File: src/rtl/core/rltld_pkg.sv
// Types and constants for the relay lock timer and LED driver
package rltld_pkg;

  typedef enum logic [2:0] {
    FUNC_TICK       = 3'd0,
    FUNC_OPEN       = 3'd1,
    FUNC_CLOSE      = 3'd2,
    FUNC_CLOSE_ALL  = 3'd3,
    FUNC_SET_HINT   = 3'd4,
    FUNC_CLEAR_HINT = 3'd5
  } func_e;

  localparam int unsigned FuncW     = 3;
  localparam int unsigned LockIdW   = 4;
  localparam int unsigned MaxLocks  = 4;
  localparam int unsigned DriveW    = 8;
  localparam int unsigned CfgW      = 32;
  localparam int unsigned CfgIdxW   = 2;

  localparam int unsigned NumLocksDef   = 4;
  localparam int unsigned CountWidthDef = 32;

  localparam logic [CfgIdxW-1:0] CFG_OPEN_DURATION = 2'd0;
  localparam logic [CfgIdxW-1:0] CFG_FORCE_OFF     = 2'd1;
  localparam logic [CfgIdxW-1:0] CFG_BLINK_HALF    = 2'd2;

  localparam logic [CfgW-1:0] OpenDurationRst = 32'd3000;
  localparam logic [CfgW-1:0] ForceOffRst     = 32'd10000;
  localparam logic [CfgW-1:0] BlinkHalfRst    = 32'd500;

  localparam logic [2:0] RelayPos [MaxLocks] = '{3'd4, 3'd5, 3'd6, 3'd7};
  localparam logic [2:0] LedPos   [MaxLocks] = '{3'd3, 3'd2, 3'd1, 3'd0};

endpackage

File: src/rtl/core/relay_lock_timer_led_driver_core.sv
// Relay lock timer and LED driver: command decode, lock timers, hint blink
// An input beat passes through the input register and then the result register.
// Throughput: one beat per cycle while the result is not stalled; state updates in one pass of logic per beat.
// A stalled result holds; the input register takes the next beat only while it is empty.
// Reset clears all locks, timers, hints and blink state and loads default limits.
module relay_lock_timer_led_driver_core #(
  parameter int unsigned NUM_LOCKS   = rltld_pkg::NumLocksDef,
  parameter int unsigned COUNT_WIDTH = rltld_pkg::CountWidthDef
) (
  input  logic                                clk_i,
  input  logic                                rst_ni,
  input  logic                                cfg_we_i,
  input  logic [rltld_pkg::CfgIdxW-1:0]       cfg_idx_i,
  input  logic [rltld_pkg::CfgW-1:0]          cfg_data_i,
  input  logic                                in_valid_i,
  output logic                                in_ready_o,
  input  logic [rltld_pkg::FuncW-1:0]         func_i,
  input  logic [rltld_pkg::LockIdW-1:0]       lock_id_i,
  input  logic [rltld_pkg::MaxLocks-1:0]      hint_mask_i,
  output logic                                out_valid_o,
  input  logic                                out_ready_i,
  output logic [rltld_pkg::DriveW-1:0]        drive_byte_o,
  output logic [rltld_pkg::MaxLocks-1:0]      open_mask_o,
  output logic                                hint_active_o,
  output logic                                accepted_o
);

  localparam logic [COUNT_WIDTH-1:0] CntOne = COUNT_WIDTH'(1);
  localparam logic [COUNT_WIDTH-1:0] CntMax = '1;

  logic [rltld_pkg::CfgW-1:0] open_dur_q, force_off_q, blink_half_q;

  logic                               in_valid_q, in_valid_d;
  logic [rltld_pkg::FuncW-1:0]        func_q;
  logic [rltld_pkg::LockIdW-1:0]      lock_id_q;
  logic [rltld_pkg::MaxLocks-1:0]     hint_mask_q;

  logic [NUM_LOCKS-1:0]   lock_on_q, lock_on_d;
  logic [COUNT_WIDTH-1:0] hold_q [NUM_LOCKS];
  logic [COUNT_WIDTH-1:0] hold_d [NUM_LOCKS];
  logic [COUNT_WIDTH-1:0] act_q  [NUM_LOCKS];
  logic [COUNT_WIDTH-1:0] act_d  [NUM_LOCKS];
  logic [NUM_LOCKS-1:0]   hint_q, hint_d;
  logic                   phase_q, phase_d;
  logic [COUNT_WIDTH-1:0] blink_q, blink_d;

  logic                               out_valid_q, out_valid_d;
  logic [rltld_pkg::DriveW-1:0]       drive_q, drive_d;
  logic [rltld_pkg::MaxLocks-1:0]     open_q, open_d;
  logic                               hint_act_q, hint_act_d;
  logic                               ok_q, ok_d;

  logic fire;
  logic in_take;

  assign fire       = in_valid_q && (!out_valid_q || out_ready_i);
  assign in_ready_o = !in_valid_q || fire;
  assign in_take    = in_valid_i && in_ready_o;

  always_comb begin
    in_valid_d  = in_valid_q;
    out_valid_d = out_valid_q;
    if (fire) begin
      in_valid_d  = 1'b0;
      out_valid_d = 1'b1;
    end else if (out_ready_i) begin
      out_valid_d = 1'b0;
    end
    if (in_take) begin
      in_valid_d = 1'b1;
    end
  end

  always_comb begin
    logic                   id_ok;
    logic [COUNT_WIDTH-1:0] a_inc, h_inc, b_inc;
    lock_on_d = lock_on_q;
    hold_d    = hold_q;
    act_d     = act_q;
    hint_d    = hint_q;
    phase_d   = phase_q;
    blink_d   = blink_q;
    a_inc     = '0;
    h_inc     = '0;
    id_ok     = lock_id_q < rltld_pkg::LockIdW'(NUM_LOCKS);
    ok_d      = 1'b1;
    b_inc     = (blink_q == CntMax) ? blink_q : blink_q + CntOne;
    case (rltld_pkg::func_e'(func_q))
      rltld_pkg::FUNC_TICK: begin
        for (int i = 0; i < NUM_LOCKS; i++) begin
          a_inc = (act_q[i] == CntMax) ? act_q[i] : act_q[i] + CntOne;
          h_inc = (hold_q[i] == CntMax) ? hold_q[i] : hold_q[i] + CntOne;
          if (lock_on_q[i]) begin
            if (32'(a_inc) >= force_off_q || 32'(h_inc) >= open_dur_q) begin
              lock_on_d[i] = 1'b0;
              act_d[i]     = '0;
              hold_d[i]    = '0;
            end else begin
              act_d[i]  = a_inc;
              hold_d[i] = h_inc;
            end
          end
        end
        if (|hint_q && 32'(b_inc) >= blink_half_q) begin
          blink_d = '0;
          phase_d = !phase_q;
        end else begin
          blink_d = b_inc;
        end
      end
      rltld_pkg::FUNC_OPEN: begin
        ok_d = id_ok;
        for (int i = 0; i < NUM_LOCKS; i++) begin
          if (lock_id_q == rltld_pkg::LockIdW'(i)) begin
            hold_d[i] = '0;
            if (!lock_on_q[i]) begin
              lock_on_d[i] = 1'b1;
              act_d[i]     = '0;
            end
          end
        end
      end
      rltld_pkg::FUNC_CLOSE: begin
        ok_d = id_ok;
        for (int i = 0; i < NUM_LOCKS; i++) begin
          if (lock_id_q == rltld_pkg::LockIdW'(i)) begin
            lock_on_d[i] = 1'b0;
            hold_d[i]    = '0;
            act_d[i]     = '0;
          end
        end
      end
      rltld_pkg::FUNC_CLOSE_ALL: begin
        lock_on_d = '0;
        for (int i = 0; i < NUM_LOCKS; i++) begin
          hold_d[i] = '0;
          act_d[i]  = '0;
        end
      end
      rltld_pkg::FUNC_SET_HINT: begin
        hint_d  = hint_mask_q[NUM_LOCKS-1:0];
        phase_d = 1'b1;
        blink_d = '0;
      end
      rltld_pkg::FUNC_CLEAR_HINT: begin
        hint_d  = '0;
        phase_d = 1'b0;
      end
      default: begin
      end
    endcase
  end

  always_comb begin
    drive_d = '0;
    for (int i = 0; i < NUM_LOCKS; i++) begin
      if (lock_on_d[i]) begin
        drive_d[rltld_pkg::RelayPos[i]] = 1'b1;
        drive_d[rltld_pkg::LedPos[i]]   = 1'b1;
      end else if (hint_d[i] && phase_d) begin
        drive_d[rltld_pkg::LedPos[i]] = 1'b1;
      end
    end
    open_d     = rltld_pkg::MaxLocks'(lock_on_d);
    hint_act_d = |hint_d;
  end

  always_ff @(posedge clk_i or negedge rst_ni) begin
    if (!rst_ni) begin
      open_dur_q  <= rltld_pkg::OpenDurationRst;
      force_off_q <= rltld_pkg::ForceOffRst;
      blink_half_q <= rltld_pkg::BlinkHalfRst;
    end else if (cfg_we_i) begin
      case (cfg_idx_i)
        rltld_pkg::CFG_OPEN_DURATION: open_dur_q   <= cfg_data_i;
        rltld_pkg::CFG_FORCE_OFF:     force_off_q  <= cfg_data_i;
        rltld_pkg::CFG_BLINK_HALF:    blink_half_q <= cfg_data_i;
        default: begin
        end
      endcase
    end
  end

  always_ff @(posedge clk_i or negedge rst_ni) begin
    if (!rst_ni) begin
      in_valid_q  <= 1'b0;
      out_valid_q <= 1'b0;
      lock_on_q   <= '0;
      hint_q      <= '0;
      phase_q     <= 1'b0;
      blink_q     <= '0;
      for (int i = 0; i < NUM_LOCKS; i++) begin
        hold_q[i] <= '0;
        act_q[i]  <= '0;
      end
    end else begin
      in_valid_q  <= in_valid_d;
      out_valid_q <= out_valid_d;
      if (fire) begin
        lock_on_q <= lock_on_d;
        hint_q    <= hint_d;
        phase_q   <= phase_d;
        blink_q   <= blink_d;
        hold_q    <= hold_d;
        act_q     <= act_d;
      end
    end
  end

  always_ff @(posedge clk_i) begin
    if (in_take) begin
      func_q      <= func_i;
      lock_id_q   <= lock_id_i;
      hint_mask_q <= hint_mask_i;
    end
    if (fire) begin
      drive_q    <= drive_d;
      open_q     <= open_d;
      hint_act_q <= hint_act_d;
      ok_q       <= ok_d;
    end
  end

  assign out_valid_o   = out_valid_q;
  assign drive_byte_o  = drive_q;
  assign open_mask_o   = open_q;
  assign hint_active_o = hint_act_q;
  assign accepted_o    = ok_q;

endmodule

File: config.mk
export PLATFORM = sky130hd
export DESIGN_NAME = relay_lock_timer_led_driver_core
export DESIGN_NICKNAME = d
export VERILOG_FILES = /design/src/rtl/core/rltld_pkg.sv /design/src/rtl/core/relay_lock_timer_led_driver_core.sv
export SDC_FILE = /design/constraint.sdc
export NUM_CORES = 1
export LEC_CHECK = 0
export BUFFER_PORTS_ARGS = -buffer_cell sky130_fd_sc_hd__clkbuf_2
export CAP_MARGIN = 20
export CORE_UTILIZATION = 34
export CTS_CLUSTER_SIZE = 8
export DETAILED_ROUTE_END_ITERATION = 10
export PLACE_DENSITY_LB_ADDON = 0.2
export SLEW_MARGIN = 20
export SYNTH_ARGS = -nofsm -noshare
export SYNTH_HDL_FRONTEND = slang
export SYNTH_SLANG_ARGS = --single-unit
File: constraint.sdc
create_clock -name clk_i -period 12.11 [get_ports clk_i]
set_clock_uncertainty 0.2 [all_clocks]
set_input_delay 2.422 -clock clk_i [delete_from_list [all_inputs] [get_ports clk_i]]
set_output_delay 2.422 -clock clk_i [all_outputs]
set_load 0.02 [all_outputs]
Word level (Yosys, flattened, before mapping)
Index checks and enable logic that the tools add are counted.

Add/sub/neg operators: 9. $mul: 0. Divide/modulo/power cells: 0. Order comparisons: 10. Equality and inequality tests: 39. Shifts and indexed selects: 0. Mux-type cells: 73. Bitwise gates (word level): 0. Reductions and logical operators: 39.

Operator list (count): two-way mux 32 bit (38); one-hot mux 128 bit (4 select lines) (1); one-hot mux 128 bit (3 select lines) (1); adder 32 x 1 -> 32 bit (second input constant) (9); == test 32 bit (second input constant) (9); greater-or-equal comparator 32 bit (9); one-hot mux 32 bit (2 select lines) (1); inequality test 2 bit (second input constant) (16); two-way mux 1 bit (29); AND reduction 6 bit (4); one-hot mux 4 bit (4 select lines) (1); AND reduction 4 bit (4); == test 4 x 2 -> 1 bit (second input constant) (2); inequality test 2 x 1 -> 1 bit (second input constant) (4); one-hot mux 4 bit (2 select lines) (1); AND reduction 2 bit (4); OR reduction 4 bit (2); logical AND 1 bit (7); == test 3 x 2 -> 1 bit (second input constant) (2); == test 3 bit (second input constant) (2); logical OR 1 bit (6); nonzero test 2 bit (3); == test 4 x 1 -> 1 bit (second input constant) (1); zero test 4 bit (1); other kinds (11) (13).

Flip-flop bits (word level): 420. Latch bits: 0. Bits in writable memories: 0. Memory bits (read-only): 0. Input port bits: 50. Memories kept: 0.

Longest topological paths before layout
Gate-level depths: netlist of run 1.

Depth in word-level cells: 8. Depth in mapped cells: 21. Gate-level depth less buffers: 17.

Least setup slack after synthesis of run 1
Ideal clock, no wire load.

Path type: input to output. Start point: in out_ready_i. End point: out in_ready_o. Data arrival time: 2.700 ns. Data required time: 9.488 ns. Path slack: 6.788 ns. Stages on the path: 1. Cell sequence: nand3b_1.

Longest elaborated chain between the ends: 3.

RTL lines: start: declaration (line relay_lock_timer_led_driver_core.sv:21) `input logic out_ready_i,`; logical OR 1 bit (line relay_lock_timer_led_driver_core.sv:56) `assign fire = in_valid_q && (!out_valid_q || out_ready_i);`; logical AND 1 bit (line relay_lock_timer_led_driver_core.sv:56); logical OR 1 bit (line relay_lock_timer_led_driver_core.sv:57) `assign in_ready_o = !in_valid_q || fire;`; end: declaration (line relay_lock_timer_led_driver_core.sv:16) `output logic in_ready_o,`.

No other way between the ends.

Worst setup path in the final report of run 1
Start point: reg hold_q[70] in the netlist's numbering. End point: reg hold_q[70] in the netlist's numbering.

Longest elaborated chain between the ends: 7. Elaborated cells on any way between the ends: 8.

RTL lines: start: declaration (line relay_lock_timer_led_driver_core.sv:39) `logic [COUNT_WIDTH-1:0] hold_q [NUM_LOCKS];`; start signal: assignment (line relay_lock_timer_led_driver_core.sv:204) `hold_q <= hold_d;`; adder 32 x 1 -> 32 bit / == test 32 bit (equally long branches) (line relay_lock_timer_led_driver_core.sv:92) `h_inc = (hold_q[i] == CntMax) ? hold_q[i] : hold_q[i] + CntOne;`; two-way mux 32 bit (*) (line relay_lock_timer_led_driver_core.sv:92); greater-or-equal comparator 32 bit (line relay_lock_timer_led_driver_core.sv:94) `if (32'(a_inc) >= force_off_q || 32'(h_inc) >= open_dur_q) begin`; logical OR 1 bit (line relay_lock_timer_led_driver_core.sv:94); two-way mux 32 bit (*) (line relay_lock_timer_led_driver_core.sv:94); two-way mux 32 bit (*) (line relay_lock_timer_led_driver_core.sv:93) `if (lock_on_q[i]) begin`; one-hot mux 128 bit (3 select lines) (*) (line relay_lock_timer_led_driver_core.sv:88) `case (rltld_pkg::func_e'(func_q))`.

Mark *: on every way between the ends. The rest lies on a longest branch, timed or not. The select of a mux whose other input is x is not followed. A chain may end at the register's enable or synchronous reset.

==> flow_summary.json, run 1 <==
{
  "status": "finished, final reports clean",
  "placementRows": 107,
  "fin_ws_ps": 5650,
  "cts_buffer_depth": 3,
  "utilization": 0.381,
  "grt_use_met1": 0.295,
  "grt_max_degree": 108,
  "top_usage_layer": "met2",
  "clock_power_share": 0.376,
  "combPwrFrac": 0.227,
  "grt_pass1_wl_um": 140000,
  "hpwl_um": 65000,
  "grt_util_all_layers": 0.203,
  "layout_commonest_cell": "dfrtp_1",
  "required_ps": 12450,
  "switchingPower_w": 0.00139,
  "syn_to_final_growth_pct": 10.2,
  "p_leak_nw": 15.2,
  "synthFlopType": "dfrtp_1",
  "antenna_left": 0,
  "met2_usage": 0.311,
  "cp.buffers_inverters": 1,
  "antenna_found_initial": 8,
  "max_cap_violations": 0,
  "vdd_drop_max_mv": 0.108,
  "min_path_type": "reg -> reg",
  "grt_util_met3": 0.0265,
  "fin_crit_sh": 0.533,
  "rsz0062_at_grt": "false",
  "synthesis.area_um2": 29700,
  "clkLatencyLatePin_ps": 640,
  "cp_max_fo": 36,
  "ctsHoldBuffers": 0,
  "multi_input_area_um2": 18000,
  "synth_nets": 3584,
  "drcViolationCount": 0,
  "regArea_um2": 10500,
  "cts_setup_buffers": 0,
  "start_util": 0.346,
  "drt_iter0_drc": 1821,
  "cts_tree": "yes",
  "cellPowerDensity_nw_per_um2": 127,
  "seqPwrFrac": 0.397,
  "synth.top_cell.area_share": 0.318,
  "yosysWarnings": 0,
  "drv_slew": 0,
  "core_area_um2": 85800,
  "ioPinCount": 66,
  "drive_gt1_frac": 0.0938,
  "cp_slowest_cell": "a41oi_1",
  "path_clk_slew_ps": 50,
  "syn-instance-count": 3237,
  "ys_seq_elements": 416,
  "cts_sinks": 416,
  "final_cell_mix": "dfrtp_1, nand2_1, ha_1",
  "wire_per_inst_um": 20.3,
  "synth_edf_count": 21,
  "p_int_w": 0.00276,
  "cts_buffers": 58,
  "crit_path_max_incr_delay_ps": 880,
  "fin_crit_ps": 6460,
  "crit_chain": "and4_1 > nand3_1 > nor4_1 > nand3_1 > nor2_1 > xor2_1 > ha_1 > a211oi_1 > nor2_1 > a2111oi_0 > nand4_1 > a41oi_1 > and3_2 > buf_4 > o21ai_0 > a31oi_1",
  "routed_wl_um": 90600,
  "port-buffer-count": 65,
  "viasPerCell": 5.46,
  "fillers": 8635,
  "grt_overflow_total": 0,
  "critPathTopFamily": "simple AND/OR/NAND/NOR gates",
  "max_slew_margin": 0.220,
  "synthTopCellsByArea": "dfrtp_1, ha_1, nand2_1",
  "synth.distinct_cells": 95,
  "async_flop_share": 0.950,
  "die_x_um": 297,
  "first_pass_iters": 5,
  "clock-root-buffer": "clkbuf_16",
  "worstSetupPathType": "reg -> reg",
  "setup_viol": 0,
  "grt_pass1_vias": 22900,
  "swShare": 0.336,
  "fp.dieArea_um2": 88400,
  "yosys.area.top_type": "dfrtp_1",
  "hold_viol_final": 0,
  "start_kind": "flop",
  "preCtsSetupSlack_ps": 5510,
  "total_power_w": 0.00416,
  "fp.dieH_um": 297,
  "nets": 3614,
  "place.gp.congestion": 0.835,
  "post_cts_resize_count": 0,
  "syn_area_per_cell_um2": 9.16,
  "holdWs_ps": 304,
  "htreeDepth": 2,
  "via_count": 24300,
  "worstMarginPinSlew_ps": 1150,
  "ys_seq_area_frac": 0.355,
  "timing.fmax_mhz": 155,
  "tns_ps": 0,
  "worstPathArrival_ps": 6790,
  "critical_path.endpoint_type": "flop"
}
[stage by stage]
stage	cells	cell area (um2)
floorplan	3237	29700
global placement	4351	31000
detailed placement	4351	31000
CTS	4448	32700
global route	4449	32700
finish	4450	32700
[registers in the layout (all words and copies together), names as in the netlist, 3 cells and up, named ones only]
register and cells:
act_q 128, hold_q 128, blink_half_q 32, blink_q 32
force_off_q 32, open_dur_q 32, drive_byte_o 8, hint_mask_q 4
hint_q 4, lock_id_q 4, lock_on_q 4, func_q 3
[final cells by class]
cell class,count,share of cell area
Multi-Input combinational cell,2555,0.550
Inverter,144,0.0166
Tap cell,1144,0.0438
Timing Repair Buffer,92,0.0165
Antenna cell,2,0.000153
Sequential cell,416,0.323
Clock inverter,3,0.00180
Clock buffer,94,0.0489
[Yosys cell counts (all sizes together), types with 5 or more instances]
library cell	count
dfrtp	377
nand2	331
ha	297
a21oi	227
o21ai	184
nor2	155
inv	143
xnor2	139
nand3	131
xor2	115
nand4	107
a22o	105
a31oi	95
and3	72
mux2	71
clkbuf	63
nor3	62
buf	59
nand2b	57
and4	53
a21o	49
and2	32
nor4	23
or3	23
edfxtp	21
or2	20
a211oi	19
o31ai	19
dfstp	18
o21a	17
nor2b	16
nor3b	12
a41oi	10
o2111ai	10
a211o	9
a2111oi	6
a221oi	6
mux2i	6
o211ai	6
o21bai	6
o41ai	6
a21boi	5
or4	5
[cell families after synthesis]
group / count (synthesis) / share of synthesized area
AND/OR/NAND/NOR: 1116 / 0.199
AO/OA/AOI/OAI: 811 / 0.176
multiplexers: 77 / 0.0290
flip-flops: 416 / 0.355
adder cells (fa/ha/maj): 297 / 0.125
XOR/XNOR: 254 / 0.0753
buffers and inverters: 266 / 0.0403
[path summary, 6_finish.rpt]
check	start	end	slack, ps	depth (start not counted)
worst max register to register	hold_q[70]$_DFFE_PN0P_	hold_q[70]$_DFFE_PN0P_	5650	16
worst max-delay path	hold_q[70]$_DFFE_PN0P_	hold_q[70]$_DFFE_PN0P_	5650	16
worst min-delay path	force_off_q[15]$_DFFE_PN0P_	force_off_q[15]$_DFFE_PN0P_	300	1
min in group asynchronous	rst_ni	act_q[103]$_DFFE_PN0P_	1620	1
max in group asynchronous	rst_ni	hold_q[87]$_DFFE_PN0P_	8120	3
worst min register to register	force_off_q[15]$_DFFE_PN0P_	force_off_q[15]$_DFFE_PN0P_	300	1
[per-layer routing]
metal	up-vias	share of wire
met5	-	0
met4	0	0.029
met3	124	0.045
met2	467	0.44
met1	11800	0.49
li1	12000	-
[power groups by stage]
stage / logic (W) / clock network, W / registers [W]
2_1_floorplan: 0.000619 / 0 / 0.00164
3_3_place_gp: 0.000937 / 0 / 0.00167
3_5_place_dp: 0.000947 / 0 / 0.00167
4_1_cts: 0.000952 / 0.00161 / 0.00165
5_1_grt: 0.00107 / 0.00167 / 0.00167
6_report: 0.000942 / 0.00157 / 0.00165
Power figures use the tool's default switching activity.
==> run 2: changes to the inputs <==
--- a/config.mk
+++ b/config.mk
@@ -5,6 +5,7 @@
 export SDC_FILE = /design/constraint.sdc
 export NUM_CORES = 1
 export LEC_CHECK = 0
+export ABC_AREA = 1
 export BUFFER_PORTS_ARGS = -buffer_cell sky130_fd_sc_hd__clkbuf_2
 export CAP_MARGIN = 20
 export CORE_UTILIZATION = 34
==> constraint.sdc (replaced) <==
create_clock -name clk_i -period 5.3 [get_ports clk_i]
set_clock_uncertainty 0.2 [all_clocks]
set_input_delay 1.06 -clock clk_i [delete_from_list [all_inputs] [get_ports clk_i]]
set_output_delay 1.06 -clock clk_i [all_outputs]
set_load 0.02 [all_outputs]
==> run 2 against run 1 <==
Maximum frequency grew 38%. Wire length grew 19%. Setup slack lost 5000 ps. Clock-buffer cell count shrank 6. Synthesized area grew 5.9%. Combinational power grew to 4.2 times the previous value. Cell count grew 27%. Register-to-register slack lost 5000 ps.
==> flow_summary.json, run 2 <==
{
  "rr_startpoint": "hold_q[32]$_DFFE_PN0P_",
  "ys_top_cells_by_count": "nand2_1, inv_1, dfrtp_1",
  "die_x_um": 306,
  "viasPerCell": 5.12,
  "wire_per_inst_um": 19.0,
  "hold_viol_final": 0,
  "fillers": 9680,
  "final_cell_mix": "nand2_1, inv_1, dfrtp_1",
  "via_count": 29000,
  "nets": 4791,
  "clkLatencyLatePin_ps": 640,
  "syn-instance-count": 4396,
  "grt_pass1_wl_um": 167000,
  "grt_overflow_total": 0,
  "crit_path_start": "hold_q[32]$_DFFE_PN0P_",
  "worstSetupPathType": "reg -> reg",
  "synth_most_common_cell": "nand2_1",
  "cp.buffers_inverters": 4,
  "synthFlopType": "dfrtp_1",
  "cts_sinks": 416,
  "cts_buffers": 59,
  "rsz0062_at_grt": "false",
  "cp_max_fo": 30,
  "synth_nets": 4743,
  "crit_path_max_incr_delay_ps": 400,
  "tns_ps": 0,
  "layout_commonest_cell": "nand2_1",
  "place.gp.congestion": 0.922,
  "ys_seq_elements": 416,
  "ioPinCount": 66,
  "p_leak_nw": 17.5,
  "required_ps": 5650,
  "rrSetupSlack_ps": 620,
  "grt_util_all_layers": 0.230,
  "hpwl_um": 80100,
  "clock-root-buffer": "clkbuf_16",
  "antenna_found_initial": 2,
  "antenna_left": 0,
  "async_flop_share": 0.950,
  "top_regs": "act_q (128), hold_q (128)",
  "start_util": 0.343,
  "fin_crit_sh": 0.883,
  "critPathTopFamily": "simple AND/OR/NAND/NOR gates",
  "cp-endpoint": "hold_q[32]$_DFFE_PN0P_",
  "htreeDepth": 2,
  "worstPathArrival_ps": 5030,
  "grt_pass1_vias": 27700,
  "synth_edf_count": 21,
  "yosysWarnings": 0,
  "synth.distinct_cells": 51,
  "cts_tree": "yes",
  "synthTopCellsByArea": "dfrtp_1, nand2_1, ha_1",
  "yosys.area.top_type": "dfrtp_1",
  "max_slew_margin": 0.442,
  "r2r_end": "hold_q[32]$_DFFE_PN0P_",
  "ys_seq_area_frac": 0.336,
  "reg2reg_depth": 23,
  "setup_viol": 0,
  "path_clk_slew_ps": 60,
  "drcViolationCount": 0,
  "status": "finished, final reports clean",
  "drv_slew": 0,
  "syn_to_final_growth_pct": 10.9,
  "routed_wl_um": 108000,
  "cts_buffer_depth": 3,
  "start_kind": "flop",
  "first_pass_iters": 6,
  "num_antenna_cells": 0,
  "fp.dieH_um": 306,
  "worstMarginPinSlew_ps": 838,
  "drive_gt1_frac": 0.0561,
  "synth.top_cell.area_share": 0.300,
  "holdWs_ps": 207,
  "max_cap_violations": 0,
  "dpl.cell_count": 5565,
  "crit_path_frequent_cell": "nand2_1",
  "cellPowerDensity_nw_per_um2": 336,
  "path_depth": 23,
  "synthesis.area_um2": 31400,
  "grt_max_degree": 99,
  "drt_iter0_drc": 2342,
  "fp.dieArea_um2": 93600,
  "crit_chain": "ha_1 > nand2_1 > inv_1 > nand3b_4 > nor2_2 > inv_1 > nor2_1 > nand3_2 > o21ai_0 > inv_1 > ha_1 > a21oi_1 > nor2_1 > o21ai_0 > nand2_1 > nand2_1 > nand2_1 > nand2_1 > nand3_1 > nor2_4 > buf_4 > nand2_1 > o21ai_0",
  "core_area_um2": 91500,
  "critical_path.endpoint_type": "flop",
  "fin_crit_ps": 4680,
  "stdcell_count": 5659,
  "vdd_drop_max_mv": 0.249,
  "port-buffer-count": 65,
  "placementRows": 111,
  "timing.fmax_mhz": 214,
  "syn_area_per_cell_um2": 7.14,
  "total_power_w": 0.0117,
  "cp_slowest_cell": "dfrtp_1",
  "min_path_type": "in -> async"
}
run 2: worst min path at each step:
stage,startpoint,to,slack [ps],cells past startpoint
detailed placement,force_off_q[7]$_DFFE_PN0P_,force_off_q[7]$_DFFE_PN0P_,270,2
global placement,open_dur_q[2]$_DFFE_PN0P_,open_dur_q[2]$_DFFE_PN0P_,270,2
floorplan,blink_half_q[10]$_DFFE_PN0P_,blink_half_q[10]$_DFFE_PN0P_,250,2
finish,rst_ni,hold_q[72]$_DFFE_PN0P_,210,1
global route,rst_ni,hold_q[71]$_DFFE_PN0P_,240,1
CTS,rst_ni,hold_q[72]$_DFFE_PN0P_,200,1
run 2: where the power goes:
part,switching (W),total [W],internal [W]
clock network,0.00151,0.00360,0.00208
registers,0.000450,0.00419,0.00374
logic,0.00269,0.00392,0.00123
run 2: through the flow:
stage	area (um2)	setup slack [ps]	util
finish	34800	618	0.380
global route	34800	133	0.380
CTS	34800	448	0.380
detailed placement	33100	484	0.362
global placement	33100	457	0.361
floorplan	31400	1740	-
run 2: kinds of logic (layout without fill, tap and decap cells):
group / after synthesis / count (layout) / synth area share
flip-flops: 416 / 416 / 0.336
AO/OA/AOI/OAI: 530 / 530 / 0.0879
adder cells (fa/ha/maj): 297 / 297 / 0.118
AND/OR/NAND/NOR: 2229 / 2229 / 0.304
buffers and inverters: 676 / 753 / 0.0848
XOR/XNOR: 248 / 248 / 0.0692
run 2: layout make-up:
cell class | instances | area (um2) | area share
clock buffer | 88 | 1640 | 0.0470
clock inverter | 2 | 25.0 | 0.000719
inverter | 551 | 2070 | 0.0596
multi-input combinational | 3304 | 18300 | 0.525
sequential | 416 | 10500 | 0.303
tap | 1186 | 1480 | 0.0426
timing repair buffer | 112 | 776 | 0.0223
run 2: timing repair:
action | CTS | global route
gates resized for setup | 0 | 2
setup buffers | 0 | 4
endpoints found under the hold margin | 0 | 0
setup endpoints to repair | 0 | 4
hold buffers | 0 | 0
run 2: routing by layer:
metal	GRT usage	routed length, um	vias up
li1	-	-	14500
met1	0.321	50700	13700
met2	0.371	48800	669
met3	0.0235	4870	137
met4	0.0750	3380	0
met5	0	0	-
